## src/rtl/ffl_pkg.sv

```systemverilog
// ----------------------------------------------------------------------------
// ffl_pkg
// Shared types and constants for the free-list ID allocator.
// ----------------------------------------------------------------------------
package ffl_pkg;

  localparam int DEPTH       = 64;
  localparam int ID_W        = 6;
  localparam int CNT_W       = 7;
  localparam int HANDLE_W    = 32;
  localparam int RATIO_W     = 4;
  localparam int PROD_W      = CNT_W + RATIO_W;
  localparam int STEP_W      = $clog2(RATIO_W + 1);
  localparam logic [RATIO_W-1:0] RATIO_RESET = RATIO_W'(4);

  typedef enum logic [1:0] {
    CMD_INSERT  = 2'd0,
    CMD_ERASE   = 2'd1,
    CMD_FIND    = 2'd2,
    CMD_CLEANUP = 2'd3
  } cmd_e_t;

  typedef enum logic [1:0] {
    STS_OK      = 2'd0,
    STS_FULL    = 2'd1,
    STS_NOTLIVE = 2'd2,
    STS_SKIPPED = 2'd3
  } status_e_t;

  typedef enum logic [2:0] {
    ST_IDLE,
    ST_EXEC,
    ST_THR,
    ST_SCAN,
    ST_EMIT
  } state_e_t;

  typedef struct packed {
    cmd_e_t               cmd;
    logic [HANDLE_W-1:0]  handle;
    logic [ID_W-1:0]      id;
  } in_t;

  typedef struct packed {
    status_e_t            status;
    logic [ID_W-1:0]      id_res;
    logic [ID_W-1:0]      old_id;
    logic [HANDLE_W-1:0]  handle_res;
    logic                 last;
  } out_t;

  typedef struct packed {
    logic               start;
    logic [CNT_W-1:0]   live;
    logic [RATIO_W-1:0] ratio;
    logic [CNT_W-1:0]   lim;
  } thr_req_t;

  typedef struct packed {
    logic busy;
    logic done;
    logic exceed;
  } thr_sts_t;

endpackage

```

## src/rtl/fifo_free_list_id_allocator.sv

```systemverilog
// ----------------------------------------------------------------------------
// fifo_free_list_id_allocator
// Handle table with a FIFO free list of IDs, lookup, and in-order compaction
// driven by a small sequencer and a shift-add threshold unit.
//
//   Channel  Direction  Handshake          Word
//   in_      input      in_valid/in_stall  cmd, handle, id
//   out_     output     out_valid/out_stall status, id_res, old_id, handle_res, last
//   cfg_     input      cfg_we             cleanup_ratio
//
// Insert, erase and find: the memory read is registered on the accept edge,
//   then EXEC updates and loads the result register once it is free.
// Cleanup: the threshold multiply runs in THR after accept, then EXEC gives a
//   skipped result, or SCAN steps over each dead entry and sends each live
//   entry through EMIT up to the list size; a new word is taken only in IDLE.
// Reset is synchronous; live bits clear at once, the memories need no pass.
// A result waits in the output register under out_stall; the next word is
//   accepted meanwhile, and the sequencer holds if the register is still full.
// ----------------------------------------------------------------------------
module fifo_free_list_id_allocator (
  input  logic                           clk,
  input  logic                           rst_n,
  input  logic                           in_valid,
  output logic                           in_stall,
  input  ffl_pkg::in_t                   in_data,
  output logic                           out_valid,
  input  logic                           out_stall,
  output ffl_pkg::out_t                  out_data,
  input  logic                           cfg_we,
  input  logic [ffl_pkg::RATIO_W-1:0]    cfg_wdata
);
  import ffl_pkg::*;

  logic [HANDLE_W-1:0] tbl_mem [DEPTH];
  logic [ID_W-1:0]     fifo_mem [DEPTH];

  state_e_t            state_r, state_nxt;
  logic [DEPTH-1:0]    live_r, live_nxt;
  logic [ID_W-1:0]     free_head_r, free_head_nxt;
  logic [CNT_W-1:0]    free_count_r, free_count_nxt;
  logic [CNT_W-1:0]    list_size_r, list_size_nxt;
  logic [CNT_W-1:0]    live_count_r, live_count_nxt;
  logic [RATIO_W-1:0]  ratio_r;
  logic [CNT_W-1:0]    scan_i_r, scan_i_nxt;
  logic [CNT_W-1:0]    wr_n_r, wr_n_nxt;
  in_t                 word_r;
  logic                out_valid_r, out_valid_nxt;
  out_t                out_r, out_nxt;

  logic [HANDLE_W-1:0] tbl_rdata_r;
  logic [ID_W-1:0]     fifo_rdata_r;
  logic                tbl_we, tbl_re, fifo_we, fifo_re;
  logic [ID_W-1:0]     tbl_waddr, tbl_raddr, fifo_waddr;
  logic [HANDLE_W-1:0] tbl_wdata;

  logic                accept, out_free, last_live;
  logic [DEPTH-1:0]    rem_mask;
  thr_req_t            thr_req;
  thr_sts_t            thr_sts;

  assign accept   = in_valid && !in_stall;
  assign in_stall = (state_r != ST_IDLE);
  assign out_free = !out_valid_r || !out_stall;

  always_comb begin
    for (int j = 0; j < DEPTH; j++) begin
      rem_mask[j] = (CNT_W'(j) > scan_i_r) && (CNT_W'(j) < list_size_r);
    end
  end
  assign last_live = ~|(live_r & rem_mask);

  assign thr_req.start = accept && (in_data.cmd == CMD_CLEANUP);
  assign thr_req.live  = live_count_r;
  assign thr_req.ratio = ratio_r;
  assign thr_req.lim   = list_size_r;

  ffl_thr u_thr (
    .clk   (clk),
    .rst_n (rst_n),
    .req   (thr_req),
    .sts   (thr_sts)
  );

  always_comb begin
    state_nxt      = state_r;
    live_nxt       = live_r;
    free_head_nxt  = free_head_r;
    free_count_nxt = free_count_r;
    list_size_nxt  = list_size_r;
    live_count_nxt = live_count_r;
    scan_i_nxt     = scan_i_r;
    wr_n_nxt       = wr_n_r;
    out_nxt        = out_r;
    out_valid_nxt  = out_valid_r && out_stall;
    tbl_we         = 1'b0;
    tbl_re         = 1'b0;
    fifo_we        = 1'b0;
    fifo_re        = 1'b0;
    tbl_waddr      = '0;
    tbl_raddr      = in_data.id;
    tbl_wdata      = word_r.handle;
    fifo_waddr     = free_head_r + free_count_r[ID_W-1:0];

    unique case (state_r)
      ST_IDLE: begin
        if (accept) begin
          tbl_re  = 1'b1;
          fifo_re = 1'b1;
          state_nxt = (in_data.cmd == CMD_CLEANUP) ? ST_THR : ST_EXEC;
        end
      end
      ST_EXEC: begin
        if (out_free) begin
          out_valid_nxt      = 1'b1;
          out_nxt.status     = STS_OK;
          out_nxt.id_res     = word_r.id;
          out_nxt.old_id     = '0;
          out_nxt.handle_res = '0;
          out_nxt.last       = 1'b1;
          state_nxt          = ST_IDLE;
          case (word_r.cmd)
            CMD_INSERT: begin
              if (free_count_r != '0) begin
                tbl_waddr      = fifo_rdata_r;
                free_head_nxt  = free_head_r + ID_W'(1);
                free_count_nxt = free_count_r - CNT_W'(1);
              end else if (list_size_r != CNT_W'(DEPTH)) begin
                tbl_waddr     = list_size_r[ID_W-1:0];
                list_size_nxt = list_size_r + CNT_W'(1);
              end
              if (free_count_r == '0 && list_size_r == CNT_W'(DEPTH)) begin
                out_nxt.status = STS_FULL;
                out_nxt.id_res = '0;
              end else begin
                tbl_we              = 1'b1;
                live_nxt[tbl_waddr] = 1'b1;
                live_count_nxt      = live_count_r + CNT_W'(1);
                out_nxt.id_res      = tbl_waddr;
              end
            end
            CMD_ERASE: begin
              if (!live_r[word_r.id]) begin
                out_nxt.status = STS_NOTLIVE;
              end else begin
                live_nxt[word_r.id] = 1'b0;
                if (free_count_r < CNT_W'(DEPTH)) begin
                  fifo_we        = 1'b1;
                  free_count_nxt = free_count_r + CNT_W'(1);
                end
                if (live_count_r != '0) begin
                  live_count_nxt = live_count_r - CNT_W'(1);
                end
              end
            end
            CMD_FIND: begin
              if (!live_r[word_r.id]) begin
                out_nxt.status = STS_NOTLIVE;
              end else begin
                out_nxt.handle_res = tbl_rdata_r;
              end
            end
            default: begin
              out_nxt.status = STS_SKIPPED;
              out_nxt.id_res = '0;
            end
          endcase
        end
      end
      ST_THR: begin
        if (thr_sts.done) begin
          if (thr_sts.exceed) begin
            free_head_nxt  = '0;
            free_count_nxt = '0;
            scan_i_nxt     = '0;
            wr_n_nxt       = '0;
            state_nxt      = ST_SCAN;
          end else begin
            state_nxt = ST_EXEC;
          end
        end
      end
      ST_SCAN: begin
        tbl_raddr = scan_i_r[ID_W-1:0];
        if (scan_i_r == list_size_r) begin
          list_size_nxt  = wr_n_r;
          live_count_nxt = wr_n_r;
          state_nxt      = ST_IDLE;
        end else if (live_r[scan_i_r[ID_W-1:0]]) begin
          tbl_re    = 1'b1;
          state_nxt = ST_EMIT;
        end else begin
          scan_i_nxt = scan_i_r + CNT_W'(1);
        end
      end
      ST_EMIT: begin
        if (out_free) begin
          out_valid_nxt      = 1'b1;
          out_nxt.status     = STS_OK;
          out_nxt.id_res     = wr_n_r[ID_W-1:0];
          out_nxt.old_id     = scan_i_r[ID_W-1:0];
          out_nxt.handle_res = tbl_rdata_r;
          out_nxt.last       = last_live;
          tbl_we             = 1'b1;
          tbl_waddr          = wr_n_r[ID_W-1:0];
          tbl_wdata          = tbl_rdata_r;
          live_nxt[scan_i_r[ID_W-1:0]] = 1'b0;
          live_nxt[wr_n_r[ID_W-1:0]]   = 1'b1;
          wr_n_nxt   = wr_n_r + CNT_W'(1);
          scan_i_nxt = scan_i_r + CNT_W'(1);
          state_nxt  = ST_SCAN;
        end
      end
      default: state_nxt = ST_IDLE;
    endcase
  end

  always_ff @(posedge clk) begin
    if (!rst_n) begin
      state_r      <= ST_IDLE;
      live_r       <= '0;
      free_head_r  <= '0;
      free_count_r <= '0;
      list_size_r  <= '0;
      live_count_r <= '0;
      ratio_r      <= RATIO_RESET;
      out_valid_r  <= 1'b0;
      scan_i_r     <= '0;
      wr_n_r       <= '0;
    end else begin
      state_r      <= state_nxt;
      live_r       <= live_nxt;
      free_head_r  <= free_head_nxt;
      free_count_r <= free_count_nxt;
      list_size_r  <= list_size_nxt;
      live_count_r <= live_count_nxt;
      out_valid_r  <= out_valid_nxt;
      scan_i_r     <= scan_i_nxt;
      wr_n_r       <= wr_n_nxt;
      if (cfg_we) begin
        ratio_r <= cfg_wdata;
      end
    end
    out_r <= out_nxt;
    if (accept) begin
      word_r <= in_data;
    end
  end

  always_ff @(posedge clk) begin
    if (tbl_we) begin
      tbl_mem[tbl_waddr] <= tbl_wdata;
    end
    if (tbl_re) begin
      tbl_rdata_r <= tbl_mem[tbl_raddr];
    end
  end

  always_ff @(posedge clk) begin
    if (fifo_we) begin
      fifo_mem[fifo_waddr] <= word_r.id;
    end
    if (fifo_re) begin
      fifo_rdata_r <= fifo_mem[free_head_r];
    end
  end

  assign out_valid = out_valid_r;
  assign out_data  = out_r;

  a_count_balance: assert property (@(posedge clk) disable iff (!rst_n)
    state_r == ST_IDLE |-> (free_count_r + live_count_r) == list_size_r)
    else $error("free and live counts do not add up to list size");

  a_pack_behind_scan: assert property (@(posedge clk) disable iff (!rst_n)
    (state_r == ST_SCAN || state_r == ST_EMIT) |-> wr_n_r <= scan_i_r)
    else $error("compaction write index ahead of scan index");

  a_thr_done_in_wait: assert property (@(posedge clk) disable iff (!rst_n)
    (thr_sts.busy || thr_sts.done) |-> state_r == ST_THR)
    else $error("threshold unit active outside the wait state");

  a_live_in_range: assert property (@(posedge clk) disable iff (!rst_n)
    live_count_r <= list_size_r && list_size_r <= CNT_W'(DEPTH))
    else $error("live count or list size out of range");

endmodule

```

## src/rtl/ffl_thr.sv

```systemverilog
// ----------------------------------------------------------------------------
// ffl_thr
// Shift-add multiplier and compare for the compaction threshold: one adder
// used once per ratio bit, then list size is compared against the product.
// ----------------------------------------------------------------------------
module ffl_thr (
  input  logic            clk,
  input  logic            rst_n,
  input  ffl_pkg::thr_req_t req,
  output ffl_pkg::thr_sts_t sts
);
  import ffl_pkg::*;

  logic [PROD_W-1:0]  acc_r, acc_nxt;
  logic [PROD_W-1:0]  mcand_r, mcand_nxt;
  logic [RATIO_W-1:0] mplier_r, mplier_nxt;
  logic [CNT_W-1:0]   lim_r, lim_nxt;
  logic [STEP_W-1:0]  step_r, step_nxt;
  logic               busy_r, busy_nxt;
  logic               done_r, done_nxt;

  always_comb begin
    acc_nxt    = acc_r;
    mcand_nxt  = mcand_r;
    mplier_nxt = mplier_r;
    lim_nxt    = lim_r;
    step_nxt   = step_r;
    busy_nxt   = busy_r;
    done_nxt   = 1'b0;
    if (req.start) begin
      acc_nxt    = '0;
      mcand_nxt  = PROD_W'(req.live);
      mplier_nxt = req.ratio;
      lim_nxt    = req.lim;
      step_nxt   = STEP_W'(RATIO_W);
      busy_nxt   = 1'b1;
    end else if (busy_r) begin
      if (mplier_r[0]) begin
        acc_nxt = acc_r + mcand_r;
      end
      mcand_nxt  = mcand_r << 1;
      mplier_nxt = mplier_r >> 1;
      step_nxt   = step_r - STEP_W'(1);
      if (step_r == STEP_W'(1)) begin
        busy_nxt = 1'b0;
        done_nxt = 1'b1;
      end
    end
  end

  always_ff @(posedge clk) begin
    if (!rst_n) begin
      busy_r <= 1'b0;
      done_r <= 1'b0;
      step_r <= '0;
    end else begin
      busy_r <= busy_nxt;
      done_r <= done_nxt;
      step_r <= step_nxt;
    end
    acc_r    <= acc_nxt;
    mcand_r  <= mcand_nxt;
    mplier_r <= mplier_nxt;
    lim_r    <= lim_nxt;
  end

  assign sts.busy   = busy_r;
  assign sts.done   = done_r;
  assign sts.exceed = PROD_W'(lim_r) > acc_r;

  a_done_not_busy: assert property (@(posedge clk) disable iff (!rst_n)
    done_r |-> !busy_r)
    else $error("threshold done while still busy");

  a_done_after_busy: assert property (@(posedge clk) disable iff (!rst_n)
    $rose(done_r) |-> $past(busy_r))
    else $error("threshold done without a run");

  a_steps_bounded: assert property (@(posedge clk) disable iff (!rst_n)
    busy_r |-> step_r != '0)
    else $error("threshold busy with no step left");

endmodule
```

## config.mk

```make
export PLATFORM = sky130hd
export DESIGN_NAME = fifo_free_list_id_allocator
export DESIGN_NICKNAME = d
export VERILOG_FILES = /design/src/rtl/ffl_pkg.sv /design/src/rtl/fifo_free_list_id_allocator.sv /design/src/rtl/ffl_thr.sv
export SDC_FILE = /design/constraint.sdc
export NUM_CORES = 2
export LEC_CHECK = 0
export BUFFER_PORTS_ARGS = -buffer_cell sky130_fd_sc_hd__buf_2
export CAP_MARGIN = 20
export CELL_PAD_IN_SITES_DETAIL_PLACEMENT = 0
export CELL_PAD_IN_SITES_GLOBAL_PLACEMENT = 1
export CORE_MARGIN = 1.5
export CORE_UTILIZATION = 53
export CTS_CLUSTER_DIAMETER = 80
export DETAILED_ROUTE_END_ITERATION = 8
export PLACE_DENSITY_LB_ADDON = 0.05
export SYNTH_ARGS = -nofsm -noshare
export SYNTH_HDL_FRONTEND = slang
export SYNTH_HIERARCHICAL = 1
export SYNTH_SLANG_ARGS = --single-unit
```

## constraint.sdc

```tcl
create_clock -name clk -period 6.1 [get_ports clk]
set_input_delay 0.305 -clock clk [delete_from_list [all_inputs] [get_ports clk]]
set_output_delay 0.305 -clock clk [all_outputs]
set_load 0.01 [all_outputs]
```

==> out/metrics.yaml <==
global_route:
  grtUsageTotal: 0.3170
  grt_antenna_before_repair: 5
  grt_max_degree: 103
  grt-ovfl-total: 0
  grt_pass1_wl_microns: 499100
  grt_pass1_vias: 69370
floorplan:
  initial_utilization: 0.5337
  die_y_microns: 465.4
  io_pins: 98
  core_area_sq_um: 212300
  die_x_microns: 465.4
  rows: 169
  die_area_sq_um: 216600
clock_tree:
  clkTransAtPathRegs_ns: 0.06
  tritoncts: "built"
  cts_resized: 0
  root_buffer: "clkbuf_16"
  postCtsHoldBufs: 51
  cts_buffer_depth: 4
  htreeDepth: 5
  clk_latency_ns: 0.94
  postCtsSetupBuffers: 0
  clkSinkCount: 2708
  cts_buffers: 298
timing:
  finalHoldViolCount: 0
  fin_tns_setup_ns: 0
  rsz0062_at_grt: "no"
  clock-skew-final_ns: 0.05933
  tightest_slew_ns: 1.116
  slew_violations: 0
  max_freq_mhz: 193.4
  max_slew_margin: 0.2557
  finalCriticalPeriod_ns: 5.172
  finalCritPeriodShare: 0.8479
  setup_viol: 0
synthesis:
  syn-num-nets: 8146
  syn_avg_cell_area_sq_um: 14.08
  synthCells: 8046
  yosysWarnings: 6
  syn_area_sq_um: 113300
critical_path:
  crit_required_ns: 6.90
  critPathLaunchType: "register"
  cpPeakStageDelay_ns: 0.87
  critPathKind: "reg2reg"
  end_kind: "register"
  crit_buf_inv: 2
  cp_data_arrival_time_ns: 5.97
  cp_cell_sequence: "nand3b_4 > mux2i_4 > buf_12 > buf_4 > nand2_1 > and3_1 > a311oi_1 > a311oi_1 > a311oi_1 > a2111o_1"
  cpMaxStageDelayCell: "mux2i_4"
  critical_path.max_fanout: 73
  cpLargestDelayFamily: "compound AO/OA/AOI/OAI gates"
  cpMostUsedCell: "a311oi_1"
drt:
  routed_wl_microns: 347100
  drtPass1Iterations: 9
  drc: 20
  vias: 73100
  first_iter_violations: 9233
  viasPerCell: 6.488
  antenna_left: 0
  wl_per_cell_microns: 30.80
cells_and_area:
  areaGrowthSynthToFinish_pct: 12.65
  nNetsFinal: 8333
  drive_gt1_frac: 0.1485
pwr:
  power.leakage_nw: 41.95
  clkPwrFrac: 0.426
  pwr-share-comb: 0.069
  ir_worst_vdd_uv: 307.5
  swShare: 0.2272
  p_per_area_nw_per_um2: 322.2
  p_switching_mw: 9.341
  pwr-share-seq: 0.505
  p_int_mw: 31.78
  power_mw: 41.12
placement:
  place_hpwl_microns: 210800
  port_buffers: 97
  gp_congestion: 0.9573
status:
  violations: "design-rule violations"
  status: "complete, but fails checks"
run:
  drv_cap: 0
min_path:
  hold_path.class: "in2reg"
-- metrics by stage --
| step | worst slack [ns] | area, sq um | util | cells | hold WS, ns |
|---|---|---|---|---|---|
| 2_1_floorplan | 1.682 | 113300 | - | 8046 | 0.4039 |
| 3_3_place_gp | 1.044 | 117700 | 0.5543 | 10690 | 0.4663 |
| 5_1_grt | 0.8387 | 127600 | 0.6012 | 11270 | 0.05372 |
| 6_report | 0.9281 | 127600 | 0.6012 | 11270 | 0.08882 |
| 3_5_place_dp | 0.9835 | 117700 | 0.5545 | 10700 | 0.4755 |
| 4_1_cts | 0.9656 | 127500 | 0.6008 | 11260 | 0.008332 |
-- worst paths after layout --
path                   startpoint         endpoint  slack, ns  cells after the start
setup / recovery       state_r[1]  tbl_rdata_r[12]       0.93                     10
hold / removal        in_data[18]       word_r[18]       0.09                      2
setup reg to reg       state_r[1]  tbl_rdata_r[12]       0.93                     10
hold reg to reg   u_thr/step_r[1]  u_thr/step_r[1]       0.48                      2
-- layout make-up --
cell class | count | area (sq um)
Inverter | 46 | 172.7
Tap cell | 2821 | 3530
Timing Repair Buffer | 447 | 3746
Fill cell | 16320 | 84670
Sequential cell | 2708 | 80000
Antenna cell | 3 | 7.507
Clock buffer | 375 | 8011
Clock inverter | 136 | 1303
Multi-Input combinational cell | 4732 | 30860
-- power groups by stage --
| stage | Combinational, mW | Clock [mW] | Sequential [mW] |
|---|---|---|---|
| CTS | 2.82 | 17.7 | 20.8 |
| finish | 2.85 | 17.5 | 20.8 |
| global placement | 2.74 | 0 | 21.2 |
| global route | 3.03 | 18.4 | 20.8 |
| detailed placement | 2.78 | 0 | 21.2 |
| floorplan | 1.69 | 0 | 21.1 |
-- flip-flops by register name, summed over array words and instances, names as in the netlist, 3 cells and up --
register        cells
wr_n_r              7
fifo_mem          384
scan_i_r            7
u_thr/mplier_r      4
u_thr/acc_r        11
fifo_rdata_r        6
free_head_r         6
word_r             40
u_thr/lim_r         7
list_size_r         7
out_data           47
tbl_mem          2048
ratio_r             4
tbl_rdata_r        32
state_r             3
free_count_r        7
u_thr/step_r        3
u_thr/mcand_r      11
live_r             64
live_count_r        7
-- per-layer routing --
layer / global-route usage / up-vias / wire (microns)
met1: 0.4736 / 37350 / 146100
met4: 0.1117 / 2 / 13040
met3: 0.05319 / 665 / 30980
met2: 0.4734 / 3845 / 157000
met5: 0 / - / 10
li1: - / 31250 / -
-- layout by cell type (no fill, tap or decap), types with 138 or more instances in the layout --
master        n
edfxtp_1   2575
nand2_1    1736
nand3_1     576
clkbuf_16   310
mux4_2      274
o21ai_0     259
buf_4       255
a311oi_1    223
nor2_1      181
and3_1      151
a21oi_1     145
o211ai_1    138
No activity file was read; power rests on OpenSTA's default activity.
